==> config.mk <==
export PLATFORM = sky130hd
export DESIGN_NAME = tfh_ctrl
export DESIGN_NICKNAME = d
export VERILOG_FILES = /design/src/rtl/tfh_pkg.sv /design/src/rtl/tfh_ctrl.sv
export SDC_FILE = /design/constraint.sdc
export NUM_CORES = 1
export LEC_CHECK = 0
export BUFFER_PORTS_ARGS = -buffer_cell sky130_fd_sc_hd__buf_2
export CORE_MARGIN = 8
export CORE_UTILIZATION = 30
export DETAILED_ROUTE_END_ITERATION = 10
export GPL_ROUTABILITY_DRIVEN = 0
export SYNTH_ARGS = -nofsm -noshare
export SYNTH_HDL_FRONTEND = slang
export SYNTH_SLANG_ARGS = --single-unit
==> constraint.sdc <==
create_clock -name clk_i -period 1.89 [get_ports clk_i]
set_input_delay 0.378 -clock clk_i [delete_from_list [all_inputs] [get_ports clk_i]]
set_output_delay 0.378 -clock clk_i [all_outputs]
set_load 0.05 [all_outputs]
==> src/rtl/tfh_pkg.sv <==
// Package for the temporal FIR high-pass block: sizes, register indexes,
// controller state and command types. No dependencies.
package tfh_pkg;
  localparam int unsigned Taps        = 10;
  localparam int unsigned HistSlots   = Taps - 1;
  localparam int unsigned FramePixels = 16384;
  localparam int unsigned PosW        = (FramePixels > 1) ? $clog2(FramePixels) : 1;
  localparam int unsigned SlotW       = (HistSlots > 1) ? $clog2(HistSlots) : 1;
  localparam int unsigned TapW        = $clog2(Taps + 1);
  localparam int unsigned MemDepth    = HistSlots * FramePixels;
  localparam int unsigned AddrW       = $clog2(MemDepth);
  localparam int unsigned CoeffRegs   = 3;
  localparam int unsigned AccW        = 40;
  localparam logic [15:0] HistInit    = 16'd410;

  localparam logic [1:0] RegCoeff03  = 2'd0;
  localparam logic [1:0] RegCoeff47  = 2'd1;
  localparam logic [1:0] RegCoeff811 = 2'd2;

  typedef enum logic [5:0] {
    StClear  = 6'b000001,
    StIdle   = 6'b000010,
    StRead   = 6'b000100,
    StDrain  = 6'b001000,
    StFinish = 6'b010000,
    StOut    = 6'b100000
  } state_e;

  typedef struct packed {
    logic             clr_we;    // write init value at clear address
    logic [AddrW-1:0] clr_addr;
    logic             load;      // capture input pixel, start acc with tap 0 product
    logic             rd_en;     // issue history read
    logic [TapW-1:0]  rd_tap;    // tap being read (1..Taps-1)
    logic             mac_en;    // accumulate returned data
    logic [TapW-1:0]  mac_tap;
    logic             finish;    // write back, advance position, form result
  } cmd_t;

  function automatic logic [AddrW-1:0] hist_addr(logic [SlotW-1:0] slot,
                                                 logic [PosW-1:0] pos);
    hist_addr = AddrW'(slot) * AddrW'(FramePixels) + AddrW'(pos);
  endfunction
endpackage

==> src/rtl/tfh_ctrl.sv <==
// Controller for the temporal FIR high-pass block: clearing pass,
// per-tap read sequence and result handshake. Uses tfh_pkg.
module tfh_ctrl
  import tfh_pkg::*;
(
  input  logic clk_i,
  input  logic rst_ni,
  input  logic in_valid_i,
  output logic in_stall_o,
  output logic out_valid_o,
  input  logic out_stall_i,
  output cmd_t cmd_o
);
  state_e           state_q, state_d;
  logic [AddrW-1:0] clr_q, clr_d;
  logic [TapW-1:0]  tap_q, tap_d;
  logic             pend_q, pend_d;   // read data returns next cycle
  logic [TapW-1:0]  ptap_q, ptap_d;

  always_comb begin
    state_d = state_q;
    clr_d   = clr_q;
    tap_d   = tap_q;
    pend_d  = 1'b0;
    ptap_d  = tap_q;
    cmd_o   = '0;
    cmd_o.clr_addr = clr_q;
    cmd_o.mac_en   = pend_q;
    cmd_o.mac_tap  = ptap_q;
    cmd_o.rd_tap   = tap_q;
    in_stall_o  = 1'b1;
    out_valid_o = 1'b0;
    case (state_q)
      StClear: begin
        cmd_o.clr_we = 1'b1;
        clr_d = clr_q + AddrW'(1);
        if (clr_q == AddrW'(MemDepth - 1)) begin
          state_d = StIdle;
        end
      end
      StIdle: begin
        in_stall_o = 1'b0;
        if (in_valid_i) begin
          cmd_o.load = 1'b1;
          tap_d   = TapW'(1);
          state_d = StRead;
        end
      end
      StRead: begin
        cmd_o.rd_en = 1'b1;
        pend_d = 1'b1;
        ptap_d = tap_q;
        tap_d  = tap_q + TapW'(1);
        if (tap_q == TapW'(Taps - 1)) begin
          state_d = StDrain;
        end
      end
      StDrain: begin
        // last tap accumulates here
        state_d = StFinish;
      end
      StFinish: begin
        cmd_o.finish = 1'b1;
        state_d = StOut;
      end
      StOut: begin
        out_valid_o = 1'b1;
        if (!out_stall_i) begin
          state_d = StIdle;
        end
      end
      default: state_d = StIdle;
    endcase
  end

  always_ff @(posedge clk_i or negedge rst_ni) begin
    if (!rst_ni) begin
      state_q <= StClear;
      clr_q   <= '0;
      tap_q   <= '0;
      pend_q  <= 1'b0;
      ptap_q  <= '0;
    end else begin
      state_q <= state_d;
      clr_q   <= clr_d;
      tap_q   <= tap_d;
      pend_q  <= pend_d;
      ptap_q  <= ptap_d;
    end
  end
endmodule

# [Word level (Yosys, flattened, before mapping)]
# Cells that the tools add are included.
[op_classes] n_addsub=2 n_eq_ne=12 muxes=14 n_reduce_logical=3
[ops] op="6-bit case mux with 6 select lines" count=1
[ops] op="6-bit 2-to-1 mux" count=4
[ops] op="18-bit by 1-bit adder with 18-bit output (second input constant)" count=1
[ops] op="18-bit equality test (second input constant)" count=1
[ops] op="2-bit != test (second input constant)" count=4
[ops] op="4-bit case mux with 2 select lines" count=1
[ops] op="1-bit 2-to-1 mux" count=7
[ops] op="6-bit by 1-bit equality test with 1-bit output (second input constant)" count=1
[ops] op="6-bit by 2-bit equality test with 1-bit output (second input constant)" count=1
[ops] op="6-bit by 3-bit equality test with 1-bit output (second input constant)" count=1
[ops] op="6-bit by 4-bit equality test with 1-bit output (second input constant)" count=1
[ops] op="6-bit by 5-bit equality test with 1-bit output (second input constant)" count=1
[ops] op="6-bit equality test (second input constant)" count=1
[ops] op="4-bit by 1-bit adder with 4-bit output (second input constant)" count=1
[ops] op="4-bit equality test (second input constant)" count=1
[ops] op="4-bit 2-to-1 mux" count=1
[ops] op="4-bit AND reduction" count=1
[ops] op="2-bit AND reduction" count=1
[ops] op="2-bit nonzero test" count=1
[word_totals] regBits=33 inputBits=4 wordCells=36

# [Logic depth before layout (Yosys ltp)]
# Gate-level depths: netlist (run 1).
[logic_depth] depth_word=3 mapped_depth=6 mapped_depth_nobuf=5

# [Least setup slack after synthesis (run 1)]
# No wires, ideal clock.
[synth_path] path_kind="register to output" from="register state_q[1]" to="output out_valid_o" t_arrival_ps=2239 t_required_ps=1512 setup_slack_ps=-727 path_stages_with_launch=4 cell_sequence="dfrtp_1 -> clkbuf_1 -> or4_1 -> nor3b_1"
[synth_via] elab_chain_len=2
[synth_lines] element="start: declaration" line="tfh_ctrl.sv:14" source="state_e state_q, state_d;"
[synth_lines] element="start signal: assignment" line="tfh_ctrl.sv:78" source="state_q <= StClear;"
[synth_lines] element="start signal: assignment" line="tfh_ctrl.sv:84" source="state_q <= state_d;"
[synth_lines] element="6-bit equality test" line="tfh_ctrl.sv:33" source="case (state_q)"
[synth_lines] element="1-bit 2-to-1 mux" line="tfh_ctrl.sv:33"
[synth_lines] element="end: declaration" line="tfh_ctrl.sv:10" source="output logic out_valid_o,"
# No other way between the ends.

==> impl_metrics.ini, run 1 <==
[clocking]
cts_tree = done
max-clock-path-buffers = 2
cts-root-buf = clkbuf_8
numClockSinks = 33
cts_buffers = 5
htree_levels = 2
clkSlewWorstSetupHoldPaths_ns = 0.07
clk_latency_ns = 0.28

[routing]
ant_nets = 0
drc = 0
drtIter0Drc = 36
routed_wirelength_um = 3780
first_pass_iters = 4
vias = 1231
wl_per_cell_um = 13.9
viasPerCell = 4.54

[sta]
rsz0062_at_grt = yes
fin_crit_ns = 2.10
skew_ns = 0.00678
slew_headroom = 0.712
setup_viol_count_final = 11
worst_slew_pin_slew_ns = 0.432
fin_ws_ns = -0.205
max_freq_mhz = 477
drv_slew = 0
finalCritPeriodShare = 1.11
hold_violations = 0

[global_route]
grt_util_all_layers = 0.102
grt_pass1_vias = 1283
grtUsageMet2 = 0.178
gr-max-usage-layer = met2
grt_overflow = 0
use_met3 = 0.0330
grt_max_degree = 21
antenna_found_initial = 0
grt_pass1_wl_um = 6090
use_met1 = 0.113

[pwr]
switching_share = 0.368
p_clk_frac = 0.265
irDropWorstVdd_v = 0.00100
combPwrFrac = 0.399
power.net_switching_uw = 947
p_total_mw = 2.57
p_int_mw = 1.62
power_density_mw_per_mm2 = 1130
leakage_nw = 1.13
pwr-share-seq = 0.335

[yosys]
avgSynthCellArea_um2 = 11.3
yosys-top-cells-area = dfrtp_1 52%, xnor2_1 5.2%, xor2_1 4.6%, nand2_1 3.7%, nand4_1 2.9%
syn_area_mm2 = 0.00153
synthAdderAreaFrac = 0.0245
yosys_register_bits = 33
synth_edf_count = 0
synthCells = 136
ys.flop_type = dfrtp_1
synth_nets = 143
async_flop_share = 1.00
synth_mux_area_frac = 0.0131
yosys.area_share.xor_xnor = 0.0973
yosysSeqAreaShare = 0.540
ys_warn_count = 0
synth_compound_area_frac = 0.0499
synth_top_area_frac = 0.523
ys_types = 37
synth-simple-area-share = 0.238
synth_top_family_by_area = simple AND/OR/NAND/NOR gates
yosysTopAreaCell = dfrtp_1

[worst_setup_path]
path_class = reg -> out
cp.required_ns = 1.51
r2r_slack_ns = -0.17
crit_path_max_fanout = 5
start_kind = flop
critPathArrivalTime_ns = 1.72
critPathCaptureType = output pin

[floorplan]
die_area_mm2 = 0.00764
die_width_um = 87.4
chipHeight_um = 87.4
core-area_mm2 = 0.00501
row_count = 26
io_pins = 37
start_util = 0.305

[placement]
dp_hpwl_um = 2570
io_buffers = 36
place_area_mm2 = 0.00193
placed_cells = 254

[cells_and_area]
layout.nets = 207
fillers = 493
stdcell_area_mm2 = 0.00228
final_cell_mix = 30 x buf_2, 28 x dfrtp_1, 23 x buf_4, 14 x nand2_1, 9 x xnor2_1
syn_to_final_growth_pct = 48.8
diodes = 0
final_cells = 271
layout_commonest_cell = buf_2
drive_gt1_frac = 0.483

[outcome]
status = finished, violations left
violations = negative setup slack

[worst_hold_path]
hold_class = in -> async

[run]
drv_cap = 0
-- what timing repair did --
action / 4_1_cts / 5_1_grt
pin swaps: 3 / 6
hold buffers: 0 / 0
cloned: 0 / 0
gates resized for setup: 23 / 18
endpoints found under the setup margin: 7 / 18
setup buffers: 6 / 3
-- flip-flops by register name (all words and copies together) (netlist names) --
| signal | cells |
|---|---|
| clr_q | 18 |
| state_q | 6 |
| ptap_d | 4 |
| ptap_q | 4 |
| pend_q | 1 |
-- per-layer routing --
metal | wire, µm | vias to the layer above
li1 | - | 601
met1 | 1600 | 603
met2 | 1950 | 23
met3 | 188 | 4
met4 | 35 | 0
met5 | 0 | -
-- power by group through the flow --
stage	sequential, mW	clock, mW	combinational (mW)
after floorplan	1.07	0	0.395
after global placement	0.869	0	0.818
after detailed placement	0.872	0	0.820
after CTS	0.863	0.698	0.933
after global routing	0.874	0.727	1.09
final	0.862	0.682	1.03
-- kinds of logic after synthesis --
logic type	after synthesis
AOI/OAI and AO/OA	11
DFF	33
buffers and inverters	11
muxes	2
adders and majority gates	3
and+or+nand+nor	59
xor gates and xnor gates	17
-- worst max-delay path: stages (launching register included) --
cell,delay (ns)
dfrtp_2,0.44
or4_4,0.52
or2_4,0.25
clkinvlp_4,0.08
buf_8,0.14
-- final cells by class --
cell class / count / area, µm² / share of cell area
multi-input combinational: 92 / 783 / 0.344
clock buffer: 7 / 86.3 / 0.0379
clock inverter: 1 / 30.0 / 0.0132
sequential: 33 / 832 / 0.365
timing repair buffer: 61 / 428 / 0.188
inverter: 7 / 30.0 / 0.0132
tap: 70 / 87.6 / 0.0385
-- worst paths after layout --
check	endpoint	cells after the start	startpoint
max in group asynchronous	state_q[5]$_DFFE_PN0P_	2	rst_ni
worst min-delay path	clr_q[3]$_DFFE_PN0P_	1	rst_ni
worst max register to register	clr_q[16]$_DFFE_PN0P_	5	state_q[3]$_DFFE_PN0P_
min in group clk_i	state_q[5]$_DFFE_PN0P_	3	out_stall_i
worst max-delay path	cmd_o[30]	4	state_q[3]$_DFFE_PN0P_
worst min register to register	ptap_q[3]$_DFF_PN0_	0	ptap_d[3]$_DFFE_PN0P_
-- Yosys cell counts, types with 3 or more instances --
library cell / count
xor2_1: 8
nand4_1: 7
nor3b_1: 3
nor2_1: 6
and3_1: 4
a21oi_1: 3
dfrtp_1: 32
nand3_1: 4
nor3_1: 3
xnor2_1: 9
or2_2: 3
ha_1: 3
inv_1: 7
nand2_1: 15
-- stage by stage --
| stage | setup TNS, ns | setup WS [ns] | hold WS [ns] | utilization |
|---|---|---|---|---|
| global route | -1.73 | -0.256 | 0.0635 | 0.455 |
| CTS | -1.11 | -0.220 | 0.0420 | 0.434 |
| floorplan | -0.0573 | -0.0390 | 0.0824 | - |
| global placement | -0.0496 | -0.0252 | 0.350 | 0.385 |
| finish | -1.02 | -0.205 | 0.0260 | 0.455 |
| detailed placement | -0.0587 | -0.0384 | 0.350 | 0.385 |
(Power assumes the default switching activity.)
==> run 2: changes to the inputs <==
==> constraint.sdc (replaced) <==
create_clock -name clk_i -period 2.35 [get_ports clk_i]
set_input_delay 0.47 -clock clk_i [delete_from_list [all_inputs] [get_ports clk_i]]
set_output_delay 0.47 -clock clk_i [all_outputs]
set_load 0.05 [all_outputs]
==> run 2 against run 1 <==
  * The flow now finishes without violations
  * Critical path type unchanged
  * Highest routed layer unchanged
  * Non-clock buffer count fell by 20
  * Count of clock-buffer cells in the layout shrank 1
  * Die area unchanged
  * Design area shrank 16%
  * First-iteration DRC count unchanged
  * Sequential power is 18% lower
  * Via count shrank 4.8%
  * Cell count fell by 7.4%
  * Combinational power is 43% lower
  * Critical path depth is the same
==> impl_metrics.ini, run 2 (synthesized netlist as in run 1, its figures left out) <==
[global_route]
grt_max_degree = 34
antenna_found_initial = 0
grt_pass1_vias = 1179
grt_util_all_layers = 0.0970
grt_overflow = 0
grt_pass1_wl_um = 5640

[sta]
tns_ns = 0
worst_slew_pin_slew_ns = 0.750
max_freq_mhz = 435
drv_slew = 0
skew_ns = 0.00562
fin_crit_ns = 2.30
slew_headroom = 0.500
setup_viol_count_final = 0
hold_violations = 0
finalCritPeriodShare = 0.978

[worst_setup_path]
critPathArrivalTime_ns = 1.83
startpoint = state_q[3]$_DFFE_PN0P_
reg2regPathDepth = 4
r2r_start = state_q[3]$_DFFE_PN0P_
crit_path_max_fanout = 4
critPathCaptureType = output pin
cp.required_ns = 1.88
r2r_slack_ns = 0.33
start_kind = flop
path_class = reg -> out
endpoint = cmd_o[30]
r2r-end = clr_q[17]$_DFFE_PN0P_

[clocking]
cts_tree = done
cts_buffers = 5
clkSlewWorstSetupHoldPaths_ns = 0.07
cts-root-buf = clkbuf_8
clk_latency_ns = 0.28
numClockSinks = 33
htree_levels = 2
max-clock-path-buffers = 2

[cells_and_area]
diodes = 0
drive_gt1_frac = 0.337
layout_commonest_cell = buf_2
final_cell_mix = 34 x buf_2, 31 x dfrtp_1, 15 x nand2_1, 9 x xnor2_1, 8 x xor2_1
syn_to_final_growth_pct = 24.9
regMostFlops = clr_q
largest_reg_flops = 18
layout.nets = 187
final_cells = 251
stdcell_area_mm2 = 0.00191
multi_input_area_um2 = 661
fillers = 527
regArea_um2 = 828
reg.largest.list = clr_q x18, state_q x6

[routing]
wl_met2_um = 1630
highest_layer = met4
drtIter0Drc = 36
vias = 1172
routed_wirelength_um = 3440
viasPerCell = 4.67
wl_per_cell_um = 13.7
first_pass_iters = 4
drc = 0
wl_met1_um = 1540
dr_wl_met3_um = 213
ant_nets = 0

[outcome]
status = complete, no violations

[floorplan]
core-area_mm2 = 0.00501
die_width_um = 87.4
start_util = 0.305
io_pins = 37
die_area_mm2 = 0.00764
chipHeight_um = 87.4
row_count = 26

[run]
drv_cap = 0

[pwr]
leakage_nw = 0.989
p_total_mw = 1.71
irDropWorstVdd_v = 0.000696
power_density_mw_per_mm2 = 895

[placement]
place_area_mm2 = 0.00180
io_buffers = 36
placed_cells = 241
dp_hpwl_um = 2390

[worst_hold_path]
hold_class = in -> async
[run 2: changes by cell type in the layout (fill, tap and decap cells not counted), moves of 2 or more]
cell / before / now
buf_6: 4 / 1
nor3b_4: 2 / 0
clkinv_2: 0 / 2
buf_8: 4 / 0
nor2_1: 2 / 6
buf_2: 30 / 34
nor2_4: 4 / 0
dfrtp_2: 4 / 1
nor4_4: 3 / 1
inv_1: 5 / 7
buf_4: 23 / 6
dfrtp_1: 28 / 31
[run 2: final cells by class]
cell class | instances | share of cell area
Tap cell | 70 | 0.0458
Timing Repair Buffer | 41 | 0.118
Clock buffer | 6 | 0.0380
Clock inverter | 2 | 0.00524
Inverter | 7 | 0.0137
Multi-Input combinational cell | 92 | 0.346
Sequential cell | 33 | 0.433
[run 2: timing repair]
action | in CTS | in global routing
setup buffers | 2 | 0
resized for setup | 4 | 3
hold buffers | 0 | 0
setup endpoints to repair | 1 | 3
gates cloned | 0 | 0
[run 2: how the worst min path moves through the flow]
stage / depth (start not counted) / from / endpoint
after floorplan: 0 / rst_ni / clr_q[0]$_DFFE_PN0P_
after global placement: 0 / ptap_d[3]$_DFFE_PN0P_ / ptap_q[3]$_DFF_PN0_
after detailed placement: 0 / ptap_d[3]$_DFFE_PN0P_ / ptap_q[3]$_DFF_PN0_
after CTS: 1 / rst_ni / clr_q[4]$_DFFE_PN0P_
after global routing: 1 / rst_ni / clr_q[4]$_DFFE_PN0P_
final: 1 / rst_ni / clr_q[4]$_DFFE_PN0P_
[run 2: layer usage]
metal | GRT usage | vias up
met5 | 0 | -
met4 | 0.0453 | 0
met3 | 0.0415 | 6
met2 | 0.148 | 28
met1 | 0.114 | 572
li1 | - | 566
[run 2: critical path, stage by stage, from the launching register on]
cell     delay [ns]
dfrtp_1        0.42
or4_4          0.59
or2_4          0.29
inv_1          0.09
buf_6          0.16
[run 2: power breakdown]
| group | switching, mW | internal [mW] | leakage, nW |
|---|---|---|---|
| clock network | 0.205 | 0.205 | 0.0450 |
| logic | 0.421 | 0.170 | 0.503 |
| registers | 0.0739 | 0.636 | 0.441 |
[run 2: metrics by stage]
stage	hold WS, ns	utilization	setup slack (ns)
after detailed placement	0.445	0.358	0.184
after floorplan	0.174	-	0.115
after CTS	0.268	0.380	0.0262
after global routing	0.309	0.382	-0.00873
after global placement	0.455	0.358	0.195
final	0.251	0.382	0.0529
==> run 3: changes to the inputs <==
--- a/config.mk
+++ b/config.mk
@@ -5,11 +5,14 @@
 export SDC_FILE = /design/constraint.sdc
 export NUM_CORES = 1
 export LEC_CHECK = 0
-export BUFFER_PORTS_ARGS = -buffer_cell sky130_fd_sc_hd__buf_2
+export CELL_PAD_IN_SITES_DETAIL_PLACEMENT = 0
+export CELL_PAD_IN_SITES_GLOBAL_PLACEMENT = 1
 export CORE_MARGIN = 8
 export CORE_UTILIZATION = 30
 export DETAILED_ROUTE_END_ITERATION = 10
+export DONT_BUFFER_PORTS = 1
 export GPL_ROUTABILITY_DRIVEN = 0
+export PLACE_DENSITY_LB_ADDON = 0.1
 export SYNTH_ARGS = -nofsm -noshare
 export SYNTH_HDL_FRONTEND = slang
 export SYNTH_SLANG_ARGS = --single-unit
==> run 3 against run 2 <==
  * Sequential power up 25%
  * Wire length increased by 4.2%
  * Combinational power decreased by 37%
  * Maximum frequency grew 1.1%
  * Design area rose by 1.4%
  * Via count down 5.4%
  * Largest power group unchanged
  * Hold slack got worse by 0.24 ns
  * Critical endpoint unchanged
  * Non-clock buffer count down 15
  * Cell count decreased by 6.0%
  * Clock skew decreased by 0.0016 ns
  * Global-route usage grew 0.53 points
  * Core utilization is 0.55 points higher
  * Critical path type unchanged
==> impl_metrics.ini, run 3 (synthesized netlist as in run 1, its figures left out) <==
[sta]
finalCritPeriodShare = 0.967
fin_crit_ns = 2.27
hold_slack_ns = 0.0142
max_freq_mhz = 440
hold_violations = 0
worst_slew_pin_slew_ns = 0.626
tns_ns = 0
setup_viol_count_final = 0
rsz0062_at_grt = no
drv_slew = 0
skew_ns = 0.00403
slew_headroom = 0.583

[routing]
viasPerCell = 4.70
ant_nets = 0
drc = 0
highest_layer = met4
dr_wl_met3_um = 279
routed_wirelength_um = 3590
vias = 1109
first_pass_iters = 4
wl_met1_um = 1530
drtIter0Drc = 39
wl_per_cell_um = 15.2
wl_met2_um = 1740

[worst_setup_path]
path_class = reg -> out
critPathCaptureType = output pin
cp_cell_sequence = or4_4, or2_4, inv_1, buf_12
crit_path_max_fanout = 5
cp.required_ns = 1.88
cp_top_family = simple AND/OR/NAND/NOR gates
cpMaxStageDelayCell = or4_4
critPathArrivalTime_ns = 1.80
crit_path_max_incr_delay_ns = 0.57
worst-path-buf-inv = 2
start_kind = flop

[worst_hold_path]
hold_class = in -> async

[floorplan]
die_width_um = 87.4
row_count = 26
start_util = 0.305
core-area_mm2 = 0.00501
die_area_mm2 = 0.00764
io_pins = 37
chipHeight_um = 87.4

[global_route]
grt_util_all_layers = 0.102
grt_pass1_wl_um = 6040
antenna_found_initial = 0
grt_pass1_vias = 1168
grt_max_degree = 33
grt_overflow = 0

[pwr]
leakage_nw = 0.930
power_density_mw_per_mm2 = 922
irDropWorstVdd_v = 0.000579

[cells_and_area]
final_cell_mix = 30 x dfrtp_1, 24 x buf_4, 15 x nand2_1, 9 x xnor2_1, 8 x xor2_1
layout.nets = 172
syn_to_final_growth_pct = 26.7
layout_commonest_cell = dfrtp_1
diodes = 0
fillers = 534
largest_reg_flops = 18
reg.largest.list = clr_q x18, state_q x6
drive_gt1_frac = 0.289
regMostFlops = clr_q

[clocking]
htree_levels = 2
cts-root-buf = clkbuf_8
max-clock-path-buffers = 2
clk_latency_ns = 0.28
cts_tree = done
cts_buffers = 5
numClockSinks = 33
clkSlewWorstSetupHoldPaths_ns = 0.07

[placement]
io_buffers = 0
dp_hpwl_um = 2570

[outcome]
status = complete, no violations

[run]
drv_cap = 0
run 3: cell count changes in the layout (fill, tap and decap cells not counted), sizes merged:
cell | previous run | this run
buf | 41 | 26
clkinvlp | 0 | 1
clkinv | 2 | 1
clkbuf | 6 | 5
bufinv | 0 | 1
run 3: path summary, 6_finish.rpt:
path / start / endpoint / slack, ns / cells after the start
hold reg to reg: clr_q[1]$_DFFE_PN0P_ / clr_q[1]$_DFFE_PN0P_ / 0.57 / 2
min in group clk_i: out_stall_i / state_q[5]$_DFFE_PN0P_ / 0.38 / 2
max in group asynchronous: rst_ni / state_q[5]$_DFFE_PN0P_ / 2.15 / 1
setup / recovery: state_q[5]$_DFFE_PN0P_ / cmd_o[30] / 0.08 / 4
hold / removal: rst_ni / ptap_q[2]$_DFF_PN0_ / 0.01 / 1
setup reg to reg: state_q[5]$_DFFE_PN0P_ / clr_q[17]$_DFFE_PN0P_ / 0.36 / 4
run 3: cell type report:
cell class / count / area, µm² / share of cell area
flip-flops and latches: 33 / 830 / 0.428
well taps: 70 / 87.6 / 0.0452
multi-input cells: 92 / 661 / 0.341
clock buffers: 5 / 68.8 / 0.0355
inverters: 7 / 26.3 / 0.0135
clock inverters: 3 / 46.3 / 0.0239
repair buffers: 26 / 220 / 0.114
run 3: power by group:
group,internal [mW],leakage [nW],switching [mW]
Combinational,0.143,0.437,0.227
Clock,0.317,0.0543,0.216
Sequential,0.633,0.439,0.251
Total,1.09,0.930,0.695
run 3: timing repair:
| action | in CTS | in global routing |
|---|---|---|
| endpoints found under the setup margin | 1 | 3 |
| pin swaps | 0 | 1 |
| buffers inserted | 4 | 0 |
| endpoints found under the hold margin | 32 | 0 |
| hold buffers | 1 | 0 |
| resized for setup | 2 | 2 |
run 3: metal layers:
metal  global-route usage  up-vias
met1                0.124      546
met2                0.158       27
met3               0.0406        4
met4               0.0391        0
li1                     -      532
met5                    0        -
run 3: stage by stage:
stage	util	area (µm²)	cells	setup WS [ns]	total power [mW]
floorplan	-	1540	136	0.115	1.16
global placement	0.352	1760	223	0.278	1.24
detailed placement	0.352	1760	223	0.247	1.24
CTS	0.386	1930	236	0.0149	1.82
global route	0.387	1940	236	0.00648	1.89
finish	0.387	1940	236	0.0780	1.79
